===== src/hdl/floppy_controller_word_stream_defines.svh =====
// Assertion macros for the floppy controller word stream block.
// Used by the top level only; define NO_ASSERTIONS to drop every check.
`ifndef FLOPPY_CONTROLLER_WORD_STREAM_DEFINES_SVH
`define FLOPPY_CONTROLLER_WORD_STREAM_DEFINES_SVH

`ifndef NO_ASSERTIONS
// Implication checked on every rising clock edge outside reset.
`define FCWS_ASSERT(lbl, prop, msg) \
  lbl: assert property (@(posedge clk_i) disable iff (!rst_ni) prop) else $error(msg);
// Condition that must never be seen outside reset.
`define FCWS_NEVER(lbl, cond, msg) \
  lbl: assert property (@(posedge clk_i) disable iff (!rst_ni) !(cond)) else $error(msg);
`else
`define FCWS_ASSERT(lbl, prop, msg)
`define FCWS_NEVER(lbl, cond, msg)
`endif

`endif


===== src/hdl/fcws_pkg.sv =====
// Shared constants, defaults and the marker word function of the floppy word stream.
// No dependencies; imported by floppy_controller_word_stream.
`timescale 1ns / 1ps
`default_nettype none

package fcws_pkg;

  // Default geometry
  localparam int SectorsPerTrackDef = 10;
  localparam int SectorWordsDef     = 256;
  localparam int DrivesDef          = 4;

  // Field and bus widths
  localparam int CmdW       = 2;
  localparam int OffW       = 2;
  localparam int WordW      = 16;
  localparam int TrackW     = 7;
  localparam int ImgDriveW  = 2;
  localparam int ImgAddrW   = 19;
  localparam int InDataW    = 40;
  localparam int OutDataW   = 40;
  localparam int CfgIdxW    = 2;
  localparam int CfgDataW   = 7;
  localparam int PhaseW     = 3;
  localparam int SectorW    = 4;

  // Bus access kinds and register offsets
  localparam logic [CmdW-1:0] CmdWordRead  = 2'd0;
  localparam logic [CmdW-1:0] CmdWordWrite = 2'd1;
  localparam logic [OffW-1:0] OffCtrl      = 2'd0;
  localparam logic [OffW-1:0] OffData      = 2'd2;

  // Configuration register indexes
  localparam logic [CfgIdxW-1:0] CfgPresent  = 2'd0;
  localparam logic [CfgIdxW-1:0] CfgReadonly = 2'd1;
  localparam logic [CfgIdxW-1:0] CfgTrack    = 2'd2;
  localparam logic [CfgIdxW-1:0] CfgSide     = 2'd3;

  // Stream words
  localparam logic [WordW-1:0] WordFill = 16'o047116;
  localparam logic [WordW-1:0] WordLast = 16'o120641;
  localparam logic [WordW-1:0] WordIdx  = 16'o120776;
  localparam logic [WordW-1:0] WordData = 16'o120773;
  localparam logic [WordW-1:0] WordEnd  = 16'o120770;

  // Marker lengths and filler counts
  localparam logic [4:0] LenIdx    = 5'd24;
  localparam logic [4:0] FillIdx   = 5'd16;
  localparam logic [4:0] LenDmark  = 5'd19;
  localparam logic [4:0] FillDmark = 5'd11;
  localparam logic [4:0] LenEmark  = 5'd26;
  localparam logic [4:0] FillEmark = 5'd18;

  // Control word bit that starts I/O
  localparam int CtrlStartBit = 8;

  // Word at position pos of a marker: filler, zeros, last-before-flag, flag
  function automatic logic [WordW-1:0] marker_word(input logic [4:0] pos,
                                                   input logic [4:0] len,
                                                   input logic [4:0] fill_len,
                                                   input logic [WordW-1:0] flag);
    logic [5:0] pos2;
    logic [WordW-1:0] w;
    pos2 = 6'(pos) + 6'd2;
    if (pos < fill_len) begin
      w = WordFill;
    end else if (pos2 < 6'(len)) begin
      w = '0;
    end else if (pos2 == 6'(len)) begin
      w = WordLast;
    end else begin
      w = flag;
    end
    return w;
  endfunction

endpackage

`default_nettype wire


===== src/hdl/floppy_controller_word_stream.sv =====
// Four-drive floppy controller seen as a stream of bus accesses.
// Depends on fcws_pkg and floppy_controller_word_stream_defines.svh.
`timescale 1ns / 1ps
`default_nettype none
// Usage:
//   The slave stream carries one bus access per beat (cmd, offset, write data,
//   index pulse from the disk timer, and the image word at the address that this
//   access's result reports). The master stream returns one result beat per
//   access: read data, image-read flag, image drive and image word address.
//   The configuration port writes present mask, read-only mask, head track and
//   head side; write it only while no access is in flight.
//   An accepted access is held in the input register, then loads the result
//   register, which offers its result beat. Throughput: one access per cycle
//   while the receiver takes results; the per-drive stream registers are read
//   and updated as an access moves from the input to the result register.
//   Reset clears the configuration, deselects all drives and puts every drive
//   at the index marker, sector 0, I/O inactive; the idle toggle starts so
//   that the first idle data read gives FFFF.
//   When the receiver stalls, the result register holds its beat and the
//   input register takes one more access; after that s_axis_tready drops
//   until the result is taken.

`include "floppy_controller_word_stream_defines.svh"

module floppy_controller_word_stream #(
  parameter int SECTORS_PER_TRACK = fcws_pkg::SectorsPerTrackDef,
  parameter int SECTOR_WORDS      = fcws_pkg::SectorWordsDef,
  parameter int DRIVES            = fcws_pkg::DrivesDef
) (
  input  wire logic                          clk_i,
  input  wire logic                          rst_ni,
  // cmd[1:0], reg_offset[3:2], write_value[19:4], index_pulse[20],
  // image_word[36:21], zero fill [39:37]
  input  wire logic [fcws_pkg::InDataW-1:0]  s_axis_tdata,
  input  wire logic                          s_axis_tvalid,
  output logic                               s_axis_tready,
  // read_data[15:0], image_read[16], image_drive[18:17], image_addr[37:19],
  // zero fill [39:38]
  output logic [fcws_pkg::OutDataW-1:0]      m_axis_tdata,
  output logic                               m_axis_tvalid,
  input  wire logic                          m_axis_tready,
  input  wire logic                          cfg_we_i,
  input  wire logic [fcws_pkg::CfgIdxW-1:0]  cfg_idx_i,
  input  wire logic [fcws_pkg::CfgDataW-1:0] cfg_data_i
);
  import fcws_pkg::*;

  localparam int DrvIdxW = (DRIVES > 1) ? $clog2(DRIVES) : 1;
  localparam int CntW    = $clog2(SECTOR_WORDS);
  localparam int RowW    = $clog2(255 * SECTORS_PER_TRACK + 16);
  localparam int SwW     = $clog2(SECTOR_WORDS + 1);
  localparam int ProdW   = RowW + SwW;
  localparam logic [CntW-1:0]    LastImgCnt = CntW'(SECTOR_WORDS - 1);
  localparam logic [SectorW-1:0] LastSector = SectorW'(SECTORS_PER_TRACK);

  // Stream phases
  localparam logic [PhaseW-1:0] PhIdx     = 3'd0;
  localparam logic [PhaseW-1:0] PhSideTrk = 3'd1;
  localparam logic [PhaseW-1:0] PhSecSize = 3'd2;
  localparam logic [PhaseW-1:0] PhDmark   = 3'd3;
  localparam logic [PhaseW-1:0] PhImage   = 3'd4;
  localparam logic [PhaseW-1:0] PhEmark   = 3'd5;

  // Configuration
  logic [3:0]        present_q;
  logic [3:0]        readonly_q;
  logic [TrackW-1:0] track_q;
  logic              side_q;
  logic [RowW-1:0]   track_row;

  // Drive state
  logic               sel_vld_q;
  logic [DrvIdxW-1:0] sel_q;
  logic [PhaseW-1:0]  phase_q  [DRIVES];
  logic [CntW-1:0]    cnt_q    [DRIVES];
  logic [SectorW-1:0] sector_q [DRIVES];
  logic [DRIVES-1:0]  active_q;
  logic               toggle_q;

  // Input register
  logic                s1_vld_q;
  logic [InDataW-1:0]  s1_data_q;

  // Result register
  logic                m_vld_q;
  logic [WordW-1:0]    res_data_q;
  logic                res_img_q;
  logic [ImgDriveW-1:0] res_drive_q;
  logic [ImgAddrW-1:0] res_addr_q;

  logic fire;
  assign fire          = s1_vld_q && (!m_vld_q || m_axis_tready);
  assign s_axis_tready = !s1_vld_q || fire;

  // Configuration writes
  always_ff @(posedge clk_i or negedge rst_ni) begin
    if (!rst_ni) begin
      present_q  <= '0;
      readonly_q <= '0;
      track_q    <= '0;
      side_q     <= 1'b0;
    end else if (cfg_we_i) begin
      unique case (cfg_idx_i)
        CfgPresent:  present_q  <= cfg_data_i[3:0];
        CfgReadonly: readonly_q <= cfg_data_i[3:0];
        CfgTrack:    track_q    <= cfg_data_i[TrackW-1:0];
        CfgSide:     side_q     <= cfg_data_i[0];
        default: ;
      endcase
    end
  end

  // Track row times sectors per track: first sector of the current track
  assign track_row = RowW'({track_q, side_q} * SECTORS_PER_TRACK);

  // Take in an access beat
  always_ff @(posedge clk_i or negedge rst_ni) begin
    if (!rst_ni) begin
      s1_vld_q <= 1'b0;
    end else if (s_axis_tready) begin
      s1_vld_q <= s_axis_tvalid;
    end
  end

  always_ff @(posedge clk_i) begin
    if (s_axis_tvalid && s_axis_tready) begin
      s1_data_q <= s_axis_tdata;
    end
  end

  // Unpack the held access
  logic [CmdW-1:0]  in_cmd;
  logic [OffW-1:0]  in_off;
  logic [WordW-1:0] in_wv;
  logic             in_idx;
  logic [WordW-1:0] in_img;
  assign in_cmd = s1_data_q[1:0];
  assign in_off = s1_data_q[3:2];
  assign in_wv  = s1_data_q[19:4];
  assign in_idx = s1_data_q[20];
  assign in_img = s1_data_q[36:21];

  // Current state of the selected drive
  logic [1:0]         sel2;
  logic [PhaseW-1:0]  cur_phase;
  logic [CntW-1:0]    cur_cnt;
  logic [SectorW-1:0] cur_sec;
  logic               cur_act;
  logic               cur_pres;
  assign sel2      = 2'(sel_q);
  assign cur_phase = phase_q[sel_q];
  assign cur_cnt   = cnt_q[sel_q];
  assign cur_sec   = sector_q[sel_q];
  assign cur_act   = active_q[sel_q];
  assign cur_pres  = present_q[sel2];

  // Image address of the current image word
  logic [RowW-1:0]     row_sec;
  logic [ProdW-1:0]    addr_prod;
  logic [ImgAddrW-1:0] img_addr;
  assign row_sec   = RowW'(track_row + RowW'(cur_sec));
  assign addr_prod = ProdW'(row_sec) * ProdW'(SECTOR_WORDS);
  assign img_addr  = ImgAddrW'(addr_prod + ProdW'(cur_cnt));

  // Decode the control write's drive select
  logic [1:0] new_sel;
  logic       new_sel_ok;
  always_comb begin
    if (in_wv[0]) begin
      new_sel = 2'd0;
    end else if (in_wv[1]) begin
      new_sel = 2'd1;
    end else if (in_wv[2]) begin
      new_sel = 2'd2;
    end else begin
      new_sel = 2'd3;
    end
    new_sel_ok = (in_wv[3:0] != 4'd0) && (3'(new_sel) < 3'(DRIVES));
  end

  // Work out the result and the next drive state
  logic                ret;
  logic [WordW-1:0]    res_data_d;
  logic                res_img_d;
  logic [ImgAddrW-1:0] res_addr_d;
  logic                drv_we;
  logic [PhaseW-1:0]   phase_d;
  logic [CntW-1:0]     cnt_d;
  logic [SectorW-1:0]  sec_d;
  logic                act_d;
  logic                toggle_d;
  logic                sel_we;
  logic [CntW-1:0]     idx_cnt;
  logic [CntW-1:0]     cnt_inc;

  always_comb begin
    ret        = 1'b0;
    res_data_d = '0;
    res_img_d  = 1'b0;
    res_addr_d = '0;
    drv_we     = 1'b0;
    phase_d    = cur_phase;
    cnt_d      = cur_cnt;
    sec_d      = cur_sec;
    act_d      = cur_act;
    toggle_d   = toggle_q;
    sel_we     = 1'b0;
    idx_cnt    = (cur_cnt >= CntW'(LenIdx)) ? '0 : cur_cnt;
    cnt_inc    = cur_cnt + CntW'(1);

    if (in_cmd == CmdWordRead && in_off == OffCtrl) begin
      // Status read; index pulse restarts the selected drive
      if (sel_vld_q) begin
        drv_we = 1'b1;
        if (in_idx) begin
          if (cur_phase != PhSideTrk && cur_phase != PhSecSize) begin
            phase_d = PhIdx;
            cnt_d   = '0;
          end
          sec_d = '0;
          act_d = cur_pres;
        end
        res_data_d = {in_idx, 1'b0, 6'b0, act_d, 4'b0, readonly_q[sel2], cur_pres,
                      (track_q == '0)};
      end
    end else if (in_cmd == CmdWordRead && in_off == OffData) begin
      if (sel_vld_q && cur_act) begin
        drv_we = 1'b1;
        case (cur_phase)
          PhSideTrk: begin
            res_data_d = {7'b0, side_q, 1'b0, track_q};
            phase_d    = PhSecSize;
          end
          PhSecSize: begin
            res_data_d = {3'b0, 5'(cur_sec) + 5'd1, 8'h02};
            phase_d    = PhDmark;
            cnt_d      = '0;
          end
          PhDmark: begin
            res_data_d = marker_word(cur_cnt[4:0], LenDmark, FillDmark, WordData);
            if (cnt_inc >= CntW'(LenDmark)) begin
              phase_d = PhImage;
              cnt_d   = '0;
            end else begin
              cnt_d = cnt_inc;
            end
          end
          PhImage: begin
            if (cur_pres) begin
              res_data_d = in_img;
              res_img_d  = 1'b1;
              res_addr_d = img_addr;
            end
            if (cur_cnt == LastImgCnt) begin
              phase_d = PhEmark;
              cnt_d   = '0;
            end else begin
              cnt_d = cnt_inc;
            end
          end
          PhEmark: begin
            res_data_d = marker_word(cur_cnt[4:0], LenEmark, FillEmark, WordEnd);
            if (cnt_inc >= CntW'(LenEmark)) begin
              sec_d   = cur_sec + SectorW'(1);
              phase_d = PhIdx;
              cnt_d   = '0;
              if (sec_d == LastSector) begin
                act_d = 1'b0;
              end
            end else begin
              cnt_d = cnt_inc;
            end
          end
          default: begin
            // Index marker, also for codes outside the phase list
            res_data_d = marker_word(idx_cnt[4:0], LenIdx, FillIdx, WordIdx);
            if (idx_cnt + CntW'(1) >= CntW'(LenIdx)) begin
              phase_d = PhSideTrk;
              cnt_d   = '0;
            end else begin
              phase_d = PhIdx;
              cnt_d   = idx_cnt + CntW'(1);
            end
          end
        endcase
      end else begin
        // Idle data read alternates FFFF and 0000
        toggle_d   = ~toggle_q;
        res_data_d = {WordW{toggle_d}};
      end
    end else if (in_cmd == CmdWordWrite && in_off == OffCtrl) begin
      sel_we = 1'b1;
    end
    ret = res_img_d;
  end

  // Update drive state on each processed access
  always_ff @(posedge clk_i or negedge rst_ni) begin
    if (!rst_ni) begin
      sel_vld_q <= 1'b0;
      sel_q     <= '0;
      active_q  <= '0;
      toggle_q  <= 1'b0;
      for (int i = 0; i < DRIVES; i++) begin
        phase_q[i]  <= PhIdx;
        cnt_q[i]    <= '0;
        sector_q[i] <= '0;
      end
    end else if (fire) begin
      toggle_q <= toggle_d;
      if (sel_we) begin
        sel_vld_q <= new_sel_ok;
        sel_q     <= DrvIdxW'(new_sel);
        if (new_sel_ok && in_wv[CtrlStartBit]) begin
          active_q[DrvIdxW'(new_sel)] <= 1'b1;
        end
      end else if (drv_we) begin
        phase_q[sel_q]  <= phase_d;
        cnt_q[sel_q]    <= cnt_d;
        sector_q[sel_q] <= sec_d;
        active_q[sel_q] <= act_d;
      end
    end
  end

  // Result register: load on fire, drop when taken
  always_ff @(posedge clk_i or negedge rst_ni) begin
    if (!rst_ni) begin
      m_vld_q <= 1'b0;
    end else if (fire) begin
      m_vld_q <= 1'b1;
    end else if (m_axis_tready) begin
      m_vld_q <= 1'b0;
    end
  end

  always_ff @(posedge clk_i) begin
    if (fire) begin
      res_data_q  <= res_data_d;
      res_img_q   <= ret;
      res_drive_q <= ret ? sel2 : 2'd0;
      res_addr_q  <= res_addr_d;
    end
  end

  assign m_axis_tvalid = m_vld_q;
  assign m_axis_tdata  = {2'b0, res_addr_q, res_drive_q, res_img_q, res_data_q};

  // Checks
  `FCWS_ASSERT(a_fire_loads_result, fire |=> m_axis_tvalid, "processed access left no result")
  `FCWS_ASSERT(a_full_blocks_input,
               s1_vld_q && m_vld_q && !m_axis_tready |-> !s_axis_tready,
               "input taken while both stages full")
  `FCWS_NEVER(a_no_image_addr_idle,
              m_vld_q && !res_img_q && (res_addr_q != '0 || res_drive_q != '0),
              "image address reported without image read")

endmodule

`default_nettype wire


===== config.mk =====
export PLATFORM = sky130hd
export DESIGN_NAME = floppy_controller_word_stream
export DESIGN_NICKNAME = d
export VERILOG_FILES = /design/src/hdl/fcws_pkg.sv /design/src/hdl/floppy_controller_word_stream.sv
export VERILOG_INCLUDE_DIRS = /design/src /design/src/hdl
export SDC_FILE = /design/constraint.sdc
export NUM_CORES = 1
export LEC_CHECK = 0
export ABC_AREA = 0
export BUFFER_PORTS_ARGS = -buffer_cell sky130_fd_sc_hd__buf_2
export CAP_MARGIN = 5
export CORE_MARGIN = 5
export CORE_UTILIZATION = 30
export CTS_CLUSTER_SIZE = 25
export DETAILED_ROUTE_END_ITERATION = 16
export SLEW_MARGIN = 0
export SYNTH_ARGS = -nofsm -noshare
export SYNTH_HDL_FRONTEND = slang
export SYNTH_SLANG_ARGS = --single-unit

===== constraint.sdc =====
create_clock -name clk_i -period 10.4 [get_ports clk_i]
set_clock_uncertainty 0.05 [all_clocks]
set_input_delay 2.08 -clock clk_i [delete_from_list [all_inputs] [get_ports clk_i]]
set_output_delay 2.08 -clock clk_i [all_outputs]
set_load 0.01 [all_outputs]

Yosys cells after proc, flatten, opt, wreduce, memory -nomap -nowiden --
Cells that the tools add are included.
Cells by class: add/sub/neg operators 8, multipliers 1, div/mod/pow operators 0, magnitude comparators 16, eq/ne operators 18, shifts and indexed selects 0, multiplexer cells 102, bitwise operators 9, reductions and logical operators 31
Operators with widths (number):
- 16-bit two-way mux | 11
- 8-bit two-way mux | 14
- 16-bit one-hot mux with 5 select lines | 1
- 4-bit two-way mux | 13
- 8-bit one-hot mux with 5 select lines | 1
- 3-bit two-way mux | 12
- 32-bit bitwise mux | 1
- 8-bit by 5-bit greater-or-equal comparator with 1-bit output, second input constant | 4
- 1-bit two-way mux | 29
- 7-bit two-way mux | 3
- 19-bit by 8-bit adder with 19-bit output | 1
- 6-bit by 5-bit == test with 1-bit output, second input constant | 3
- 6-bit by 5-bit less-than comparator with 1-bit output, second input constant | 3
- 8-bit by 1-bit adder with 8-bit output, second input constant | 2
- 8-bit binary-select mux with 2-bit select | 1
- 16-bit bitwise mux | 1
- 8-bit demux with 2-bit select | 1
- 3-bit one-hot mux with 5 select lines | 1
- 5-bit by 2-bit adder with 6-bit output, second input constant | 2
- 12-bit bitwise mux | 1
- 11-bit by 4-bit adder with 11-bit output | 1
- 1-bit logical AND | 11
- 5-bit less-than comparator, second input constant | 2
- 8-bit by 3-bit multiplier with 10-bit output, second input constant | 1
- 38 further kinds | 65
Storage, ports and cells: register bits 161, bits in latches 0, bits in writable memories 0, bits in read-only memories 0, input port bits 54, output and inout bits 42, word-level logic and storage cells 212, memories 0

Longest topological paths before layout --
Gate-level depths: netlist (run 1).
depth in word-level cells 15, mapped depth 16, gate-level depth less buffers 12

Worst setup path before layout (run 1) --
No wires, ideal clock.
kind input to output, from input m_axis_tready, to output s_axis_tready, arrival 2.289 ns, path slack 5.981 ns, cell stages on the path 1, cell sequence nand3b_1
On the way: cells in the longest elaborated chain, start to end 3
RTL lines:
- start: declaration | RTL line floppy_controller_word_stream.sv:41 | input wire logic m_axis_tready,
- 1-bit logical OR | RTL line floppy_controller_word_stream.sv:92 | assign fire = s1_vld_q && (!m_vld_q || m_axis_tready);
- 1-bit logical AND | RTL line floppy_controller_word_stream.sv:92
- 1-bit logical OR | RTL line floppy_controller_word_stream.sv:93 | assign s_axis_tready = !s1_vld_q || fire;
- end: declaration | RTL line floppy_controller_word_stream.sv:36 | output logic s_axis_tready,
No other way between the ends.

Worst setup path in the final report (run 1) --
Same ends and word-level chain as after synthesis.

==> results of run 1 <==
cells by family after synthesis:
family / Yosys count
AND/OR/NAND/NOR: 251
AO/OA/AOI/OAI: 194
flip-flops: 150
multiplexers: 61
buffers and inverters: 60
adder cells (fa/ha/maj): 29
XOR/XNOR: 20
other: 1
through the flow:
stage	hold WS, ns	instance area [sq um]	setup slack [ns]	cells	total power, W
2_1_floorplan	0.392	8340	5.98	767	0.000926
3_3_place_gp	0.408	9080	5.76	1193	0.00101
3_5_place_dp	0.415	9080	5.75	1193	0.00101
4_1_cts	0.425	9640	5.74	1225	0.00160
5_1_grt	0.453	9640	5.71	1225	0.00166
6_report	0.425	9640	5.74	1225	0.00158
layer usage:
metal / GRT usage / wire length (microns) / vias to the layer above
li1: - / - / 3005
met1: 0.201 / 10200 / 3159
met2: 0.218 / 9980 / 243
met3: 0.0380 / 1680 / 22
met4: 0.0319 / 243 / 0
met5: 0 / 0 / -
critical path, stage by stage:
cell      delay [ns]
buf_2           0.10
nand3b_1        0.18
buf_2           0.16
state kept, by name (all words and copies together) (netlist names):
signal and flops:
active_q 4, present_q 4, res_addr_q 19, res_drive_q 2, track_q 7, phase_q 12
res_img_q 1, sel_vld_q 1, readonly_q 4, toggle_q 1, s1_data_q 26, sector_q 16
res_data_q 16, m_axis_tvalid 1, s1_vld_q 1, sel2 2, cnt_q 32, side_q 1
worst paths after layout:
| kind | slack [ns] | end | cells after the start | start |
|---|---|---|---|---|
| setup / recovery | 5.74 | s_axis_tready | 3 | m_axis_tready |
| setup reg to reg | 6.05 | active_q[2]$_DFFE_PN0P_ | 9 | sel2[0]$_DFFE_PN0P_ |
| hold / removal | 0.43 | sector_q[13]$_DFFE_PN0P_ | 2 | sector_q[13]$_DFFE_PN0P_ |
| min in group asynchronous | 1.59 | s1_vld_q$_DFFE_PN0N_ | 1 | rst_ni |
| hold reg to reg | 0.43 | sector_q[13]$_DFFE_PN0P_ | 2 | sector_q[13]$_DFFE_PN0P_ |
| max in group asynchronous | 7.67 | cnt_q[1]$_DFFE_PN0P_ | 2 | rst_ni |
cell type report:
| class | count | area (sq um) |
|---|---|---|
| Timing Repair Buffer | 87 | 458 |
| Clock buffer | 19 | 433 |
| Fill cell | 2820 | 18000 |
| Clock inverter | 13 | 123 |
| Multi-Input combinational cell | 557 | 4000 |
| Sequential cell | 150 | 4070 |
| Inverter | 21 | 78.8 |
| Tap cell | 378 | 473 |
cells in the final DEF (no fill, tap or decap), drive strengths merged, types with 6 or more instances in the layout:
master,n
nand2,90
buf,87
dfrtp,86
edfxtp,64
a21oi,54
o21ai,50
nor2,46
mux2,38
ha,26
nand3,25
inv,25
clkbuf,19
mux4,18
xnor2,15
a31oi,14
nor3,14
nand2b,13
and3,13
o31ai,9
nor3b,8
nor2b,7
o22ai,7
and2,7
a22oi,6
nor4,6
a211oi,6
clkinv,6
power by group through the flow:
stage	combinational (W)	sequential (W)	clock (W)
floorplan	0.000226	0.000700	0
global placement	0.000291	0.000714	0
detailed placement	0.000293	0.000715	0
CTS	0.000294	0.000704	0.000598
global route	0.000325	0.000709	0.000627
finish	0.000292	0.000704	0.000587
==> qor.csv, run 1 <==
metric;value;unit
status;complete, no violations;
gp_congestion;0.890;
seq_area_frac_synth;0.489;
rsz0062_at_grt;false;
syn_area_per_cell;10.9;sq um
drc;0;
viasPerCell;5.25;
n_antenna_cell;0;
drive_gt1_frac;0.234;
clk_pin_slew_worst_paths;0.06;ns
dp_hpwl;15800;microns
synth_xor_area_frac;0.0210;
ys_warn_count;0;
leakagePower;3.76;nW
async_flop_share;0.573;
antenna_found_initial;0;
synth_cell_types;86;
io_buffers;79;
fin_util;0.349;
grt_usage;0.142;
ios;96;
grt_pass1_wl;34700;microns
required;8.27;ns
route.vias.total;6429;
max-vdd-ir-drop;0.113;mV
synth_top_cell_by_area;dfrtp_1;
die_x;177;microns
ctsHoldBuffers;0;
switching_share;0.292;
initial_core_util;0.302;
netlist_instances;766;
synth_compound_area_frac;0.156;
ys_ff_latch;150;
drv_cap;0;
cts_resized;0;
design.core.area;0.0276;sq mm
syn_area;0.00833;sq mm
synth_top_area_frac;0.258;
timing.fmax;0.215;GHz
pwr-share-clk;0.371;
worstPathMaxFanout;3;
clockBufferDepth;2;
path_class;in2out;
fin_tns_setup;0;ns
synth_top_family_by_area;compound AO/OA/AOI/OAI gates;
fin_crit_sh;0.448;
p_comb_frac;0.185;
internal_power;0.00112;W
tritoncts;yes;
clock-root-buffer;clkbuf_16;
htree_levels;4;
netlist_top_cells_count;nand2_1, dfrtp_1, edfxtp_1, a21oi_1, nor2_1;
design.die.area;0.0312;sq mm
dr.pass1.iters;6;
wl;22100;microns
fin_nets;916;
worstMarginPinSlew;1.11;ns
initialDrtViolationCount;666;
row_count;61;
powerDensity;164;mW/mm^2
switching_power;0.000463;W
area_growth;15.7;%
cp.arrival;2.53;ns
grt_remaining_overflow;0;
yosys.area_share.adder;0.0450;
synthTopCellsByArea;dfrtp_1, edfxtp_1, mux2_2;
first_global_vias;6167;
cts_made_buffers;17;
grt_max_degree;49;
min-delay-path-class;reg2reg;
clk_latency;0.42;ns
max-slew-margin-rel;0.255;
synth_enable_flop_cells;64;
synth_ff_type;dfrtp_1;
wl_per_cell;18.0;microns
numClockSinks;150;
finalHoldViolCount;0;
synth.most_common_cell;nand2_1;
setup_violations;0;
final_max_slew_viol_count;0;
post_cts_buffers;0;
startpoint_type;input pin;
p_seq_frac;0.445;
crit_path_end_kind;primary output;
die_h;177;microns
ant_nets;0;
synthMuxAreaShare;0.107;
synth-simple-area-share;0.148;
fin_crit;4.66;ns
Note: power is estimated with default switching activity, not from simulation.
==> run 2, diff against run 1 <==
==> constraint.sdc (replaced) <==
create_clock -name clk_i -period 4.7 [get_ports clk_i]
set_clock_uncertainty 0.05 [all_clocks]
set_input_delay 0.94 -clock clk_i [delete_from_list [all_inputs] [get_ports clk_i]]
set_output_delay 0.94 -clock clk_i [all_outputs]
set_load 0.01 [all_outputs]
==> run 2 against run 1 <==
Effect of this change: sequential cell count unchanged; cell count up 0.82%; clock power rose by 120%; core utilization increased by 0.24 points; final area is 0.70% higher; sequential share of layout area is 0.29 points lower; critical path type is now reg2reg; critical endpoint is now cnt_q[4]$_DFFE_PN0P_; largest power group unchanged.
==> qor.csv, run 2 (synthesis gave the netlist of run 1 again) <==
metric;value;unit;change
slowest_stage;mux4_1;;
cp.arrival;4.34;ns;+1.81 ns
fin_util;0.351;;+0.00245
tritoncts;yes;;
worstMarginPinSlew;1.13;ns;+0.0117 ns
setup_violations;0;;unchanged
rsz0062_at_grt;false;;
ios;96;;unchanged
row_count;61;;unchanged
drive_gt1_frac;0.242;;+0.00777
post_cts_buffers;0;;unchanged
switching_share;0.288;;-0.00395
area_growth;16.5;%;
drc;0;;unchanged
fin_tns_setup;0;ns;unchanged
initialDrtViolationCount;612;;-8.1%
internal_power;0.00250;W;+120%
reg_top3;cnt_q x32, s1_data_q x26, res_addr_q x19;;
gp_congestion;0.900;;+1.2%
required;4.96;ns;-3.31 ns
design.core.area;0.0276;sq mm;unchanged
powerDensity;361;mW/mm^2;+120%
layout_commonest_cell;nand2_1;;
numClockSinks;150;;unchanged
postPlaceCellArea;0.00916;sq mm;+0.80%
clk_pin_slew_worst_paths;0.06;ns;about the same
dr.pass1.iters;5;;-1
max-vdd-ir-drop;0.254;mV;+130%
dp_slack;0.606;ns;-5.14 ns
design.die.area;0.0312;sq mm;unchanged
crit_path_end_kind;flip-flop;;
grt_remaining_overflow;0;;unchanged
critPathTopFamily;compound AO/OA/AOI/OAI gates;;
clockBufferDepth;2;;unchanged
fillCellCount;2787;;-1.2%
setup_slack;0.620;ns;-5.12 ns
grt_max_degree;56;;+14%
htree_levels;4;;unchanged
io_buffers;79;;unchanged
switching_power;0.00101;W;+120%
die_h;177;microns;unchanged
fin_crit;4.08;ns;
cts_resized;0;;unchanged
drv_cap;0;;unchanged
first_global_vias;6314;;+2.4%
layout_common_cells;nand2_1, dfrtp_1, buf_2, edfxtp_1, a21oi_1;;
ant_nets;0;;unchanged
worstPathMaxFanout;23;;+20
min-delay-path-class;reg2reg;;
cpPeakStageDelay;0.80;ns;+0.62 ns
finalHoldViolCount;0;;unchanged
route.vias.total;6457;;+0.44%
regMostFlops;cnt_q;;
initial_core_util;0.302;;unchanged
wl;22300;microns;+0.78%
fin_nets;926;;+1.1%
grt_usage;0.143;;+0.00162
p_seq_frac;0.444;;about the same
crit_buf_inv;1;;-1
grt_pass1_wl;35200;microns;+1.5%
clk_latency;0.42;ns;about the same
status;complete, no violations;;
cts_made_buffers;17;;unchanged
pwr-share-clk;0.367;;-0.004
path_class;reg2reg;;
p_comb_frac;0.189;;+0.004
timing.fmax;0.245;GHz;
final_max_slew_viol_count;0;;unchanged
n_antenna_cell;0;;unchanged
wl_per_cell;18.0;microns;about the same
largest_reg_flops;32;;unchanged
viasPerCell;5.23;;-0.38%
ctsHoldBuffers;0;;unchanged
design_area;0.00971;sq mm;+0.70%
dp_hpwl;16100;microns;+2.0%
clock-root-buffer;clkbuf_16;;
fin_crit_sh;0.868;;
antenna_found_initial;0;;unchanged
max-slew-margin-rel;0.247;;-0.00780
crit_chain;buf_4 -> mux4_1 -> a2111o_1 -> nor2_1 -> ha_1 -> a31oi_1 -> nor4_1 -> o21ai_0 -> o211ai_2 -> a21oi_1 -> o31ai_1;;
startpoint_type;flip-flop;;
leakagePower;3.81;nW;+1.4%
die_x;177;microns;unchanged
[run 2: cell type report]
type	instances	area [sq um]	area share
clock buffer	20	447	0.0460
timing repair buffer	97	533	0.0549
tap	378	473	0.0487
sequential	150	4070	0.420
multi-input combinational	557	4000	0.412
inverter	21	78.8	0.00812
clock inverter	12	104	0.0107
[run 2: final timing paths]
path	slack (ns)	endpoint	depth (start not counted)	start
setup / recovery	0.62	cnt_q[4]$_DFFE_PN0P_	11	sel2[0]$_DFFE_PN0P_
hold / removal	0.42	cnt_q[20]$_DFFE_PN0P_	2	cnt_q[20]$_DFFE_PN0P_
setup reg to reg	0.62	cnt_q[4]$_DFFE_PN0P_	11	sel2[0]$_DFFE_PN0P_
hold reg to reg	0.42	cnt_q[20]$_DFFE_PN0P_	2	cnt_q[20]$_DFFE_PN0P_
max in group asynchronous	3.16	phase_q[7]$_DFFE_PN0P_	2	rst_ni
min in group asynchronous	0.51	s1_vld_q$_DFFE_PN0N_	1	rst_ni
[run 2: layer usage]
| metal | part of all wire | track usage | vias to the layer above |
|---|---|---|---|
| met4 | 0.014 | 0.0406 | 0 |
| met2 | 0.46 | 0.223 | 245 |
| met1 | 0.46 | 0.203 | 3164 |
| met5 | 0 | 0 | - |
| met3 | 0.074 | 0.0305 | 24 |
| li1 | - | - | 3024 |
[run 2: tightest hold or removal path, cell delays in order (launching register included)]
cell,delay [ns]
dfrtp_1,0.34
nand2_1,0.05
o31ai_1,0.05
[run 2: power groups by stage]
stage                     clock network [W]  registers [W]  logic, W
after floorplan                           0        0.00155  0.000499
after CTS                           0.00131        0.00156  0.000665
after global placement                    0        0.00158  0.000654
after detailed placement                  0        0.00158  0.000661
final                               0.00129        0.00156  0.000662
after global routing                0.00137        0.00157  0.000734
[run 2: through the flow]
| step | std cells | hold WS (ns) | power, W |
|---|---|---|---|
| floorplan | 767 | 0.392 | 0.00205 |
| detailed placement | 1203 | 0.416 | 0.00224 |
| global placement | 1203 | 0.406 | 0.00223 |
| finish | 1235 | 0.425 | 0.00351 |
| global route | 1235 | 0.446 | 0.00367 |
| CTS | 1235 | 0.429 | 0.00354 |
